**config.mk**
```make
export PLATFORM = sky130hd
export DESIGN_NAME = accel_six_face_calibration_flat
export DESIGN_NICKNAME = d
export VERILOG_FILES = /design/src/design/asfc_pkg.sv /design/src/design/asfc_if.sv /design/src/design/accel_six_face_calibration.sv /design/src/flat_wrapper.sv
export SDC_FILE = /design/constraint.sdc
export NUM_CORES = 2
export LEC_CHECK = 0
export BUFFER_PORTS_ARGS = -buffer_cell sky130_fd_sc_hd__buf_2
export CAP_MARGIN = 5
export CORE_MARGIN = 4
export CORE_UTILIZATION = 37
export CTS_BUF_LIST = sky130_fd_sc_hd__clkbuf_4 sky130_fd_sc_hd__clkbuf_8
export CTS_CLUSTER_DIAMETER = 200
export DETAILED_ROUTE_END_ITERATION = 12
export SKIP_LAST_GASP = 1
export SYNTH_ARGS = -nofsm -noshare
export SYNTH_HDL_FRONTEND = slang
export SYNTH_SLANG_ARGS = --single-unit
```
**constraint.sdc**
```tcl
create_clock -name clock -period 24.7 [get_ports clock]
set_input_delay 4.94 -clock clock [delete_from_list [all_inputs] [get_ports clock]]
set_output_delay 4.94 -clock clock [all_outputs]
set_load 0.01 [all_outputs]
```
**src/design/asfc_pkg.sv**
```systemverilog
`default_nettype none
package asfc_pkg;

   localparam int SAMPLE_WIDTH_DEF = 16;
   localparam int FRAC_BITS_DEF    = 12;
   localparam int NUM_FACES        = 6;

   typedef enum logic [2:0] {
      OP_APPLY   = 3'd0,
      OP_CAPTURE = 3'd1,
      OP_SOLVE   = 3'd2,
      OP_CLEAR   = 3'd3,
      OP_RESET   = 3'd4,
      OP_SET_CAL = 3'd5
   } op_type;

   typedef enum logic [2:0] {
      STS_OK           = 3'd0,
      STS_BAD_FACE     = 3'd1,
      STS_NORM_RANGE   = 3'd2,
      STS_WRONG_DIR    = 3'd3,
      STS_TILTED       = 3'd4,
      STS_FACES_MISS   = 3'd5,
      STS_INCONSISTENT = 3'd6,
      STS_SCALE_UNSAFE = 3'd7
   } status_type;

   typedef enum logic [2:0] {
      ST_IDLE,
      ST_MUL,
      ST_CHECK,
      ST_DINIT,
      ST_DIV,
      ST_DWR,
      ST_FIN
   } state_type;

endpackage
`default_nettype wire

```
**src/design/asfc_if.sv**
```systemverilog
`default_nettype none
interface asfc_req_if #(parameter int SAMPLE_WIDTH = asfc_pkg::SAMPLE_WIDTH_DEF);
   logic                           valid;
   logic                           ready;
   logic [2:0]                     operation;
   logic [2:0]                     face;
   logic signed [SAMPLE_WIDTH-1:0] sample_x;
   logic signed [SAMPLE_WIDTH-1:0] sample_y;
   logic signed [SAMPLE_WIDTH-1:0] sample_z;
   logic signed [SAMPLE_WIDTH:0]   scale_x_in;
   logic signed [SAMPLE_WIDTH:0]   scale_y_in;
   logic signed [SAMPLE_WIDTH:0]   scale_z_in;

   modport source (output valid, operation, face, sample_x, sample_y, sample_z,
                   scale_x_in, scale_y_in, scale_z_in, input ready);
   modport sink   (input valid, operation, face, sample_x, sample_y, sample_z,
                   scale_x_in, scale_y_in, scale_z_in, output ready);
endinterface

interface asfc_rsp_if #(parameter int SAMPLE_WIDTH = asfc_pkg::SAMPLE_WIDTH_DEF);
   logic                           valid;
   logic                           ready;
   logic signed [SAMPLE_WIDTH-1:0] out_x;
   logic signed [SAMPLE_WIDTH-1:0] out_y;
   logic signed [SAMPLE_WIDTH-1:0] out_z;
   logic [2:0]                     status;
   logic                           calibrated;
   logic [5:0]                     faces_captured;

   modport source (output valid, out_x, out_y, out_z, status, calibrated, faces_captured,
                   input ready);
   modport sink   (input valid, out_x, out_y, out_z, status, calibrated, faces_captured,
                   output ready);
endinterface
`default_nettype wire

```
**src/design/accel_six_face_calibration.sv**
```systemverilog
`default_nettype none
// Six-position accelerometer calibrator. One transaction per operation, one response each.
// Everything runs through a single shared multiplier and a one-bit-per-cycle divider under a
// small sequencer; the block takes a new transaction only from idle. An apply runs three
// products through the multiplier; capture of a valid face runs three squares through the
// multiplier, then the checks; set calibration and a solve that fails its checks go through
// the checks only; clear, reset, unknown codes and capture of a bad face go straight to the
// response; a successful solve adds restoring division, one quotient bit per cycle, per axis.
// A finished response is held in an output register, and the next transaction is accepted
// while it waits.
module accel_six_face_calibration #(
   parameter int SAMPLE_WIDTH = asfc_pkg::SAMPLE_WIDTH_DEF,
   parameter int FRAC_BITS    = asfc_pkg::FRAC_BITS_DEF
) (
   input  wire logic   clock,
   input  wire logic   reset,
   asfc_req_if.sink    req_chan,
   asfc_rsp_if.source  rsp_chan
);
   import asfc_pkg::*;

   localparam int SW   = SAMPLE_WIDTH;
   localparam int FB   = FRAC_BITS;
   localparam int PW   = 2*SW + 2;
   localparam int NW   = (2*SW + 2 > 2*FB + 3) ? 2*SW + 2 : 2*FB + 3;
   localparam int CW   = ((SW > FB) ? SW : FB) + 7;
   localparam int NB   = 2*FB + 2;
   localparam int CNTW = $clog2(NB + 1);
   localparam int RW   = SW + 2;

   localparam logic signed [PW-1:0] MAXV  = (PW'(1) <<< (SW-1)) - PW'(1);
   localparam logic signed [PW-1:0] MINV  = -MAXV - PW'(1);
   localparam logic signed [PW-1:0] HALF  = PW'(1) <<< (FB-1);
   localparam logic [NW-1:0]        NLO   = NW'(9) << (2*FB-4);
   localparam logic [NW-1:0]        NHI   = NW'(25) << (2*FB-4);
   localparam logic signed [CW-1:0] U1    = CW'(1) <<< FB;
   localparam logic signed [CW-1:0] U3    = CW'(3) <<< FB;
   localparam logic signed [CW-1:0] U4    = CW'(4) <<< FB;
   localparam logic signed [CW-1:0] U10   = CW'(10) <<< FB;
   localparam logic signed [CW-1:0] U11   = CW'(11) <<< FB;
   localparam logic signed [CW-1:0] U16   = CW'(16) <<< FB;
   localparam logic [NB-1:0]        NUM2  = NB'(1) << (2*FB+1);
   localparam logic signed [SW:0]   ONE_S = (SW+1)'(1) <<< FB;

   state_type state_ff, state_in;
   op_type    op_ff;
   logic [2:0] face_ff;
   logic [1:0] ax_ff;
   logic [CNTW-1:0] cnt_ff;

   logic signed [SW-1:0] v_ff   [3];
   logic signed [SW:0]   scin_ff[3];
   logic signed [SW-1:0] res_ff [3];
   logic signed [SW-1:0] pos_ff [3];
   logic signed [SW-1:0] neg_ff [3];
   logic signed [SW-1:0] off_ff [3];
   logic signed [SW:0]   scl_ff [3];
   logic [5:0]  cap_ff;
   logic        calv_ff;
   status_type  status_ff;

   logic signed [PW-1:0] prod_ff;
   logic [NW-1:0]        acc_ff;
   logic [SW:0]          dd_ff;
   logic [RW-1:0]        rem_ff;
   logic [NB-1:0]        num_ff;
   logic [NB-1:0]        quo_ff;

   logic signed [SW-1:0] rsp_x_ff, rsp_y_ff, rsp_z_ff;
   status_type           rsp_status_ff;
   logic                 rsp_cal_ff;
   logic [5:0]           rsp_faces_ff;
   logic                 rsp_valid_ff;

   logic accept, rsp_free;
   assign accept   = req_chan.valid && req_chan.ready;
   assign rsp_free = !rsp_valid_ff || rsp_chan.ready;
   assign req_chan.ready = (state_ff == ST_IDLE);

   op_type req_op;
   assign req_op = op_type'(req_chan.operation);

   // shared multiplier: offset-corrected sample times scale, or sample squared
   logic [1:0]           pax;
   logic signed [SW:0]   mul_a, mul_b;
   logic signed [PW-1:0] rnd, shr;
   logic signed [SW-1:0] sat_res;
   assign pax = ax_ff - 2'd1;

   always_comb begin
      if (op_ff == OP_APPLY) begin
         mul_a = (SW+1)'(v_ff[ax_ff]) - (SW+1)'(off_ff[ax_ff]);
         mul_b = scl_ff[ax_ff];
      end else begin
         mul_a = (SW+1)'(v_ff[ax_ff]);
         mul_b = (SW+1)'(v_ff[ax_ff]);
      end
   end

   assign rnd = prod_ff + HALF;
   assign shr = rnd >>> FB;
   always_comb begin
      if (shr > MAXV) begin
         sat_res = MAXV[SW-1:0];
      end else if (shr < MINV) begin
         sat_res = MINV[SW-1:0];
      end else begin
         sat_res = shr[SW-1:0];
      end
   end

   // capture, solve and set-calibration checks
   logic [1:0]           fax;
   logic signed [CW-1:0] fa, fa5;
   logic                 norm_bad, dir_bad, tilt_bad;
   logic [2:0]           tilt_over;
   logic signed [CW-1:0] absv[3];
   logic signed [SW:0]   dsum[3];
   logic signed [SW:0]   dlt [3];
   logic signed [CW-1:0] d5  [3];
   logic [2:0]           d_bad, sc_bad;
   logic signed [CW-1:0] abss[3];

   assign fax = face_ff[2:1];
   assign fa  = CW'(v_ff[fax]);
   assign fa5 = fa + (fa <<< 2);
   assign norm_bad = (acc_ff < NLO) || (acc_ff > NHI);
   assign dir_bad  = face_ff[0] ? (fa5 > -U3) : (fa5 < U3);

   for (genvar i = 0; i < 3; i++) begin : g_axis
      assign absv[i] = v_ff[i][SW-1] ? -CW'(v_ff[i]) : CW'(v_ff[i]);
      assign tilt_over[i] = (fax != 2'(i)) && (((absv[i] <<< 4) + (absv[i] <<< 2)) > U11);
      assign dlt[i]  = (SW+1)'(pos_ff[i]) - (SW+1)'(neg_ff[i]);
      assign dsum[i] = (SW+1)'(pos_ff[i]) + (SW+1)'(neg_ff[i]);
      assign d5[i]   = CW'(dlt[i]) + (CW'(dlt[i]) <<< 2);
      assign d_bad[i] = (d5[i] < U4) || (d5[i] > U16);
      assign abss[i] = scin_ff[i][SW] ? -CW'(scin_ff[i]) : CW'(scin_ff[i]);
      assign sc_bad[i] = (((abss[i] <<< 3) + (abss[i] <<< 1)) < U1) || (abss[i] > U10);
   end
   assign tilt_bad = |tilt_over;

   // divider step
   logic [RW-1:0] rem2;
   logic          ge;
   assign rem2 = {rem_ff[RW-2:0], num_ff[NB-1]};
   assign ge   = rem2 >= {1'b0, dd_ff};

   always_comb begin
      state_in = state_ff;
      case (state_ff)
         ST_IDLE: begin
            if (accept) begin
               case (req_op)
                  OP_APPLY:   state_in = ST_MUL;
                  OP_CAPTURE: state_in = (req_chan.face < 3'(NUM_FACES)) ? ST_MUL : ST_FIN;
                  OP_SOLVE:   state_in = ST_CHECK;
                  OP_SET_CAL: state_in = ST_CHECK;
                  default:    state_in = ST_FIN;
               endcase
            end
         end
         ST_MUL: begin
            if (ax_ff == 2'd3) begin
               state_in = (op_ff == OP_APPLY) ? ST_FIN : ST_CHECK;
            end
         end
         ST_CHECK: begin
            if (op_ff == OP_SOLVE && cap_ff == 6'h3f && d_bad == 3'b000) begin
               state_in = ST_DINIT;
            end else begin
               state_in = ST_FIN;
            end
         end
         ST_DINIT: state_in = ST_DIV;
         ST_DIV: begin
            if (cnt_ff == CNTW'(NB-1)) begin
               state_in = ST_DWR;
            end
         end
         ST_DWR:   state_in = (ax_ff == 2'd2) ? ST_FIN : ST_DINIT;
         ST_FIN: begin
            if (rsp_free) begin
               state_in = ST_IDLE;
            end
         end
         default:  state_in = ST_IDLE;
      endcase
   end

   always_ff @(posedge clock) begin
      if (reset) begin
         state_ff <= ST_IDLE;
      end else begin
         state_ff <= state_in;
      end
   end

   always_ff @(posedge clock) begin
      if (reset) begin
         cap_ff  <= '0;
         calv_ff <= 1'b0;
         for (int i = 0; i < 3; i++) begin
            pos_ff[i] <= '0;
            neg_ff[i] <= '0;
            off_ff[i] <= '0;
            scl_ff[i] <= ONE_S;
         end
      end else begin
         case (state_ff)
            ST_IDLE: begin
               if (accept) begin
                  op_ff      <= req_op;
                  face_ff    <= req_chan.face;
                  v_ff[0]    <= req_chan.sample_x;
                  v_ff[1]    <= req_chan.sample_y;
                  v_ff[2]    <= req_chan.sample_z;
                  scin_ff[0] <= req_chan.scale_x_in;
                  scin_ff[1] <= req_chan.scale_y_in;
                  scin_ff[2] <= req_chan.scale_z_in;
                  ax_ff      <= '0;
                  acc_ff     <= '0;
                  status_ff  <= STS_OK;
                  for (int i = 0; i < 3; i++) begin
                     res_ff[i] <= '0;
                  end
                  if (req_op == OP_CAPTURE && req_chan.face >= 3'(NUM_FACES)) begin
                     status_ff <= STS_BAD_FACE;
                  end
                  if (req_op == OP_CLEAR || req_op == OP_RESET) begin
                     cap_ff <= '0;
                     for (int i = 0; i < 3; i++) begin
                        pos_ff[i] <= '0;
                        neg_ff[i] <= '0;
                     end
                  end
                  if (req_op == OP_RESET) begin
                     calv_ff <= 1'b0;
                     for (int i = 0; i < 3; i++) begin
                        off_ff[i] <= '0;
                        scl_ff[i] <= ONE_S;
                     end
                  end
               end
            end
            ST_MUL: begin
               if (ax_ff != 2'd3) begin
                  prod_ff <= PW'(mul_a) * PW'(mul_b);
               end
               if (ax_ff != 2'd0) begin
                  if (op_ff == OP_APPLY) begin
                     res_ff[pax] <= calv_ff ? sat_res : v_ff[pax];
                  end else begin
                     acc_ff <= acc_ff + NW'(prod_ff);
                  end
               end
               ax_ff <= ax_ff + 2'd1;
            end
            ST_CHECK: begin
               ax_ff <= '0;
               case (op_ff)
                  OP_CAPTURE: begin
                     if (norm_bad) begin
                        status_ff <= STS_NORM_RANGE;
                     end else if (dir_bad) begin
                        status_ff <= STS_WRONG_DIR;
                     end else if (tilt_bad) begin
                        status_ff <= STS_TILTED;
                     end else begin
                        // only the face's own axis is ever read back by solve
                        if (face_ff[0]) begin
                           neg_ff[fax] <= v_ff[fax];
                        end else begin
                           pos_ff[fax] <= v_ff[fax];
                        end
                        cap_ff[face_ff] <= 1'b1;
                     end
                  end
                  OP_SOLVE: begin
                     if (cap_ff != 6'h3f) begin
                        status_ff <= STS_FACES_MISS;
                     end else if (d_bad != 3'b000) begin
                        status_ff <= STS_INCONSISTENT;
                     end
                  end
                  OP_SET_CAL: begin
                     if (sc_bad != 3'b000) begin
                        status_ff <= STS_SCALE_UNSAFE;
                     end else begin
                        calv_ff <= 1'b1;
                        for (int i = 0; i < 3; i++) begin
                           off_ff[i] <= v_ff[i];
                           scl_ff[i] <= scin_ff[i];
                        end
                     end
                  end
                  default: begin
                  end
               endcase
            end
            ST_DINIT: begin
               // difference is positive here; numerator = 2*2^(2*FB) + d/2
               dd_ff  <= dlt[ax_ff];
               num_ff <= NUM2 + NB'(dlt[ax_ff][SW:1]);
               rem_ff <= '0;
               quo_ff <= '0;
               cnt_ff <= '0;
            end
            ST_DIV: begin
               rem_ff <= ge ? (rem2 - {1'b0, dd_ff}) : rem2;
               num_ff <= num_ff << 1;
               quo_ff <= {quo_ff[NB-2:0], ge};
               cnt_ff <= cnt_ff + CNTW'(1);
            end
            ST_DWR: begin
               off_ff[ax_ff] <= dsum[ax_ff][SW:1];
               scl_ff[ax_ff] <= (SW+1)'(quo_ff);
               ax_ff         <= ax_ff + 2'd1;
               if (ax_ff == 2'd2) begin
                  calv_ff <= 1'b1;
               end
            end
            default: begin
            end
         endcase
      end
   end

   // response register
   always_ff @(posedge clock) begin
      if (reset) begin
         rsp_valid_ff <= 1'b0;
      end else if (state_ff == ST_FIN && rsp_free) begin
         rsp_valid_ff <= 1'b1;
      end else if (rsp_chan.ready) begin
         rsp_valid_ff <= 1'b0;
      end
   end

   always_ff @(posedge clock) begin
      if (state_ff == ST_FIN && rsp_free) begin
         rsp_x_ff      <= res_ff[0];
         rsp_y_ff      <= res_ff[1];
         rsp_z_ff      <= res_ff[2];
         rsp_status_ff <= status_ff;
         rsp_cal_ff    <= calv_ff;
         rsp_faces_ff  <= cap_ff;
      end
   end

   assign rsp_chan.valid          = rsp_valid_ff;
   assign rsp_chan.out_x          = rsp_x_ff;
   assign rsp_chan.out_y          = rsp_y_ff;
   assign rsp_chan.out_z          = rsp_z_ff;
   assign rsp_chan.status         = rsp_status_ff;
   assign rsp_chan.calibrated     = rsp_cal_ff;
   assign rsp_chan.faces_captured = rsp_faces_ff;

`ifndef SYNTHESIS
   a_reset_op_clears: assert property (@(posedge clock) disable iff (reset)
      (state_ff == ST_FIN && op_ff == OP_RESET) |-> (!calv_ff && cap_ff == 6'h00))
      else $error("reset operation left calibration or faces behind");

   a_zero_unless_apply: assert property (@(posedge clock) disable iff (reset)
      (state_ff == ST_FIN && op_ff != OP_APPLY) |->
         (res_ff[0] == '0 && res_ff[1] == '0 && res_ff[2] == '0))
      else $error("nonzero sample on a non-apply transaction");

   a_apply_keeps_faces: assert property (@(posedge clock) disable iff (reset)
      (state_ff != ST_IDLE && op_ff == OP_APPLY) |=> $stable(cap_ff) && $stable(calv_ff))
      else $error("apply changed stored state");
`endif

endmodule
`default_nettype wire
```
**src/flat_wrapper.sv**
```systemverilog
// flat-port wrapper written by rule: the top's interface ports become plain ports
module accel_six_face_calibration_flat import asfc_pkg::*;
#(
   parameter int SAMPLE_WIDTH = asfc_pkg::SAMPLE_WIDTH_DEF,
   parameter int FRAC_BITS    = asfc_pkg::FRAC_BITS_DEF
)
  (clock, reset, req_chan_valid, req_chan_operation, req_chan_face, req_chan_sample_x, req_chan_sample_y, req_chan_sample_z, req_chan_scale_x_in, req_chan_scale_y_in, req_chan_scale_z_in, req_chan_ready, rsp_chan_valid, rsp_chan_out_x, rsp_chan_out_y, rsp_chan_out_z, rsp_chan_status, rsp_chan_calibrated, rsp_chan_faces_captured, rsp_chan_ready);
  asfc_req_if #(.SAMPLE_WIDTH(SAMPLE_WIDTH)) req_chan_i ();
  asfc_rsp_if #(.SAMPLE_WIDTH(SAMPLE_WIDTH)) rsp_chan_i ();
  input  wire logic clock;
  input  wire logic reset;
  input wire logic [$bits(req_chan_i.valid)-1:0] req_chan_valid;
  input wire logic [$bits(req_chan_i.operation)-1:0] req_chan_operation;
  input wire logic [$bits(req_chan_i.face)-1:0] req_chan_face;
  input wire logic [$bits(req_chan_i.sample_x)-1:0] req_chan_sample_x;
  input wire logic [$bits(req_chan_i.sample_y)-1:0] req_chan_sample_y;
  input wire logic [$bits(req_chan_i.sample_z)-1:0] req_chan_sample_z;
  input wire logic [$bits(req_chan_i.scale_x_in)-1:0] req_chan_scale_x_in;
  input wire logic [$bits(req_chan_i.scale_y_in)-1:0] req_chan_scale_y_in;
  input wire logic [$bits(req_chan_i.scale_z_in)-1:0] req_chan_scale_z_in;
  output wire logic [$bits(req_chan_i.ready)-1:0] req_chan_ready;
  output wire logic [$bits(rsp_chan_i.valid)-1:0] rsp_chan_valid;
  output wire logic [$bits(rsp_chan_i.out_x)-1:0] rsp_chan_out_x;
  output wire logic [$bits(rsp_chan_i.out_y)-1:0] rsp_chan_out_y;
  output wire logic [$bits(rsp_chan_i.out_z)-1:0] rsp_chan_out_z;
  output wire logic [$bits(rsp_chan_i.status)-1:0] rsp_chan_status;
  output wire logic [$bits(rsp_chan_i.calibrated)-1:0] rsp_chan_calibrated;
  output wire logic [$bits(rsp_chan_i.faces_captured)-1:0] rsp_chan_faces_captured;
  input wire logic [$bits(rsp_chan_i.ready)-1:0] rsp_chan_ready;
  assign req_chan_i.valid = req_chan_valid;
  assign req_chan_i.operation = req_chan_operation;
  assign req_chan_i.face = req_chan_face;
  assign req_chan_i.sample_x = req_chan_sample_x;
  assign req_chan_i.sample_y = req_chan_sample_y;
  assign req_chan_i.sample_z = req_chan_sample_z;
  assign req_chan_i.scale_x_in = req_chan_scale_x_in;
  assign req_chan_i.scale_y_in = req_chan_scale_y_in;
  assign req_chan_i.scale_z_in = req_chan_scale_z_in;
  assign req_chan_ready = req_chan_i.ready;
  assign rsp_chan_valid = rsp_chan_i.valid;
  assign rsp_chan_out_x = rsp_chan_i.out_x;
  assign rsp_chan_out_y = rsp_chan_i.out_y;
  assign rsp_chan_out_z = rsp_chan_i.out_z;
  assign rsp_chan_status = rsp_chan_i.status;
  assign rsp_chan_calibrated = rsp_chan_i.calibrated;
  assign rsp_chan_faces_captured = rsp_chan_i.faces_captured;
  assign rsp_chan_i.ready = rsp_chan_ready;
  accel_six_face_calibration #(.SAMPLE_WIDTH(SAMPLE_WIDTH), .FRAC_BITS(FRAC_BITS)) u_core (.clock(clock), .reset(reset), .req_chan(req_chan_i), .rsp_chan(rsp_chan_i));
endmodule
```
# Word level (Yosys, flattened, before mapping)
# Memory sizes are Yosys's and may differ from the RTL's. A register that Yosys moved wholly into a read port is not among the register bits.
# Cells that the tools add are included.
dict set report word_totals {
  reg_bits 182
  ramBits 342
  input_bits 109
  output_inout_bits 60
  elab_cells 344
  mem_count 7
}
dict set report op_classes {
  addsub 30
  multipliers 1
  n_lt_le_gt_ge 27
  eq_ne 41
  n_mux 148
  n_bitwise 21
  reduce_logical 51
}
# memory depth word_bits read_ports rd_clocked_by_memory_dff write_ports line_no
set mem_list {}
lappend mem_list {u_core.scin_ff 3 17 3 0 3 accel_six_face_calibration.sv:52} ;# logic signed [SW:0] scin_ff[3];
lappend mem_list {u_core.scl_ff 3 17 1 1 3 accel_six_face_calibration.sv:57} ;# logic signed [SW:0] scl_ff [3];
lappend mem_list {u_core.neg_ff 3 16 3 0 3 accel_six_face_calibration.sv:55} ;# logic signed [SW-1:0] neg_ff [3];
lappend mem_list {u_core.off_ff 3 16 1 1 3 accel_six_face_calibration.sv:56} ;# logic signed [SW-1:0] off_ff [3];
lappend mem_list {u_core.pos_ff 3 16 3 0 3 accel_six_face_calibration.sv:54} ;# logic signed [SW-1:0] pos_ff [3];
lappend mem_list {u_core.res_ff 3 16 3 3 3 accel_six_face_calibration.sv:53} ;# logic signed [SW-1:0] res_ff [3];
lappend mem_list {{+1 memories} n/a n/a n/a n/a n/a n/a}
# operator count
set op_table {}
lappend op_table {{$mux W16} 19}
lappend op_table {{$mux W17} 14}
lappend op_table {{$add A23 B23 Y23} 6}
lappend op_table {{$gt A23 B17 Y1 const B} 6}
lappend op_table {{$mux W34} 3}
lappend op_table {{$gt A23 B18 Y1 const B} 3}
lappend op_table {{$lt A23 B14 Y1 const B} 3}
lappend op_table {{$lt A23 B16 Y1 const B} 3}
lappend op_table {{$mux W23} 3}
lappend op_table {{$neg A17 Y23} 3}
lappend op_table {{$bmux W17 S2} 2}
lappend op_table {{$pmux W17 S2} 2}
lappend op_table {{$pmux W34 S2} 1}
lappend op_table {{$sub A16 B16 Y17} 4}
lappend op_table {{$reduce_or A16 Y1} 4}
lappend op_table {{$mux W21} 3}
lappend op_table {{$neg A16 Y21} 3}
lappend op_table {{$add A17 B19 Y20} 3}
lappend op_table {{$mux W1} 60}
lappend op_table {{$pmux W26 S2} 1}
lappend op_table {{$add A16 B16 Y17} 3}
lappend op_table {{$mux W3} 15}
lappend op_table {{$mux W6} 6}
lappend op_table {{$add A34 B13 Y34 const B} 1}
lappend op_table {{60 further kinds} 148}

# Longest topological paths before layout
# An unclocked memory read counts as a cell.
dict set report logic_depth {
  depth_word 16
  ltp_mapped 41
}

# Worst setup path before layout
# OpenSTA, ideal clock, no wires.
dict set report synth_path {
  path_kind {register to register}
  start {register (tool-made name)}
  end {register u_core.prod_ff[32], data pin}
  setup_time_ns 0.264
  arrival_time_ns 10.386
  setup_slack_ns 14.051
  path_stages_with_launch 40
  path_buffers 4
  synth_period_minus_slack_ns 10.649
  path_cell_list {dfxtp_1 clkbuf_1 buf_1 clkbuf_1 buf_1 mux4_2 ha_1 fa_1 nor2b_1 o21ai_0 a21oi_1 o21ai_0 a21boi_0 o2111ai_1 a31oi_1 a21o_1 a211oi_1 o31ai_1 [... 4 more ...] fa_1 fa_1 fa_1 inv_1 fa_1 inv_1 ha_1 a21o_1 a21oi_1 o21bai_1 a21oi_1 o21bai_1 a21oi_1 o21ai_0 a211oi_1 o41ai_1 a221oi_1 xnor2_1}
}
# element line_no
set synth_lines {}
lappend synth_lines {{end signal: assignment} accel_six_face_calibration.sv:247} ;# prod_ff <= PW'(mul_a) * PW'(mul_b);
lappend synth_lines {{end: declaration} accel_six_face_calibration.sv:62} ;# logic signed [PW-1:0] prod_ff;

==> results.yml <==
final_layout:
  drive_gt1_share_pct: 9.265
  fin_area_sq_um: 59830
  final_common_cell: "inv_1"
  syn_to_final_growth_pct: 9.805
  layout_common_cells: "620 x inv_1, 594 x edfxtp_1, 568 x nor2_1, 432 x ha_1, 396 x nand2_1"
  final_nets: 6678
timing:
  finalSetupTns_ps: 0
  fmax_ghz: 0.09686
  finalClockSkew_ps: 107.0
  final_hold_viol_count: 0
  tightest_slew_ps: 1148
  slew_headroom_pct: 22.67
  fin_crit_sh_pct: 41.80
  layout_min_cycle_time_ps: 10320
  rsz0062_at_grt: "no"
  finalMaxSlewViolations: 0
  finalSetupViolCount: 0
cts:
  cts_tree: "built"
  cts-htree-levels: 3
  clk_pin_slew_worst_paths_ps: 70
  post-cts-setup-buffers: 0
  root_buffer: "clkbuf_8"
  numCtsBuffers: 108
  cts_sinks: 609
  clk_latency_ps: 860
  cts_hold_buffers: 0
  cts_resized: 0
  clockBufferDepth: 3
hold_path:
  hp-start: "u_core.res_ff[1][11]"
  worstHoldPathType: "reg -> reg"
placed_design:
  portBuffers: 168
  placed_area_sq_um: 57500
  dpl.hpwl_um: 130100
  place_congestion: 0.9773
global_routing:
  grt_max_degree: 77
  grt_pass1_vias: 41890
  grt_use_total_pct: 21.42
  grt_overflow: 0
  grt_first_pass_wirelength_um: 253000
  antenna_found_initial: 21
worst_setup_path:
  cpMostUsedCell: "fa_1"
  critPathMaxFanout: 55
  cp_top_family: "compound AO/OA/AOI/OAI gates"
  endpoint: "u_core.prod_ff[32]"
  start_kind: "flip-flop"
  crit_buf_inv: 5
  required_ps: 25280
  cp-end-kind: "flip-flop"
  r2r-end: "u_core.prod_ff[32]"
  critical_path_class: "reg -> reg"
  cp_slowest_cell: "dfxtp_4"
  rrSetupSlack_ps: 14380
  rr_worst_depth: 35
  slowest_delay_ps: 980
  cp.arrival_ps: 10900
  cp.depth: 35
logic_synthesis:
  synth_edf_count: 594
  yosys.cell_types.count: 100
  async_flop_share_pct: 0
  ys_seq_area_share_pct: 33.29
  yosys_warnings: 0
  synthFlopType: "edfxtp_1"
  yosysTopAreaCell: "edfxtp_1"
  syn_area_sq_um: 54490
  synth-seq-cells: 609
  syn_area_per_cell_sq_um: 9.606
  synthCells: 5672
  yosys-top-cells-area: "edfxtp_1 33%, fa_1 11%, ha_1 9.9%"
  synth_top_area_share_pct: 32.74
routing:
  wl_per_cell_um: 21.49
  drt-total-wl_um: 168600
  drtPass1Iterations: 7
  antenna_left: 0
  drc: 0
  drt-initial-drc-count: 3550
  via_per_inst: 5.580
  vias: 43760
floorplan:
  dieArea_sq_um: 153500
  dieHeight_um: 391.8
  ios: 169
  fp.coreArea_sq_um: 145900
  rows: 140
  start_util_pct: 37.34
  fp.dieW_um: 391.8
job:
  max_cap_violations: 0
outcome:
  outcome: "finished clean"
-- how the worst min path moves through the flow --
stage,to,slack [ps],cells after the start
floorplan,rsp_chan_out_x[0],400,0
global placement,rsp_chan_out_y[4],400,0
detailed placement,rsp_chan_out_x[2],400,0
CTS,rsp_chan_out_y[11],380,0
global route,rsp_chan_out_x[2],400,0
finish,rsp_chan_out_y[11],380,0
-- cells by family (layout without fill, tap and decap cells) --
family,after synthesis,after routing,share of synthesized area (%)
AND/OR/NAND/NOR,1734,1734,15.21
buffers and inverters,859,1064,6.081
other,1,50,0.006882
AO/OA/AOI/OAI,1262,1262,15.59
multiplexers,147,147,3.366
adder cells (fa/ha/maj),744,744,21.38
flip-flops,609,609,33.29
XOR/XNOR,316,316,5.079
-- Yosys cell counts (15+ instances only) --
library cell,instances
a2111oi_0,19
a211o_1,18
a211oi_1,45
a21o_1,74
a21oi_1,300
a22o_1,83
a31oi_1,45
and2_1,32
and3_1,58
buf_1,25
clkbuf_1,197
dfxtp_1,15
edfxtp_1,594
fa_1,312
ha_1,432
inv_1,621
mux2_2,19
mux2i_1,100
mux4_2,27
nand2_1,396
nand2b_1,82
nand3_1,88
nand4_1,33
nor2_1,570
nor2b_1,49
nor3_1,197
nor4_1,39
o211ai_1,48
o21a_1,58
o21ai_0,253
o21bai_1,37
o22ai_1,16
o2bb2ai_1,19
o31a_1,20
o31ai_1,41
o41ai_1,19
or2_2,38
or3_1,50
or4_1,23
xnor2_1,234
xor2_1,82
-- per-layer routing --
layer  vias to the layer above  GRT usage [%]  share of wire, %
li1                      20480              -                 -
met4                         8          8.508               4.1
met5                         -              0             0.037
met3                       326          4.682               8.4
met1                     21350          29.23                43
met2                      1598          33.14                44
-- state kept, by name, indices dropped and copies added (netlist names), 5 cells and up, named ones only --
register / count
u_core.scl_ff: 68
u_core.off_ff: 64
u_core.scin_ff: 51
u_core.neg_ff: 48
u_core.pos_ff: 48
u_core.res_ff: 48
u_core.v_ff: 48
u_core.acc_ff: 34
u_core.prod_ff: 34
u_core.num_ff: 26
u_core.dd_ff: 17
u_core.quo_ff: 17
u_core.rem_ff: 17
rsp_chan_out_x: 16
rsp_chan_out_y: 16
rsp_chan_out_z: 16
u_core.cap_ff: 6
u_core.rsp_chan.faces_captured: 6
u_core.cnt_ff: 5
-- cell type report --
cell class / instances / area [sq um]
Timing Repair Buffer: 241 / 1389
Clock buffer: 135 / 1702
Inverter: 623 / 2341
Antenna cell: 11 / 27.53
Multi-Input combinational cell: 4242 / 33230
Clock inverter: 65 / 604.3
Tap cell: 1917 / 2399
Sequential cell: 609 / 18140
Fill cell: 14360 / 86090
-- metrics by stage --
step	worst slack, ps	utilization, %	std cells	hold WS [ps]
2_1_floorplan	14050	-	5710	400.3
3_3_place_gp	14530	39.40	7632	401.3
3_5_place_dp	14420	39.40	7632	404.5
4_1_cts	14350	40.98	7832	384.3
5_1_grt	13500	40.99	7837	396.3
6_report	14380	41.00	7843	379.9
Power is not shown: default switching activity piles up to over one toggle a cycle in this logic, so the estimate is an artifact.
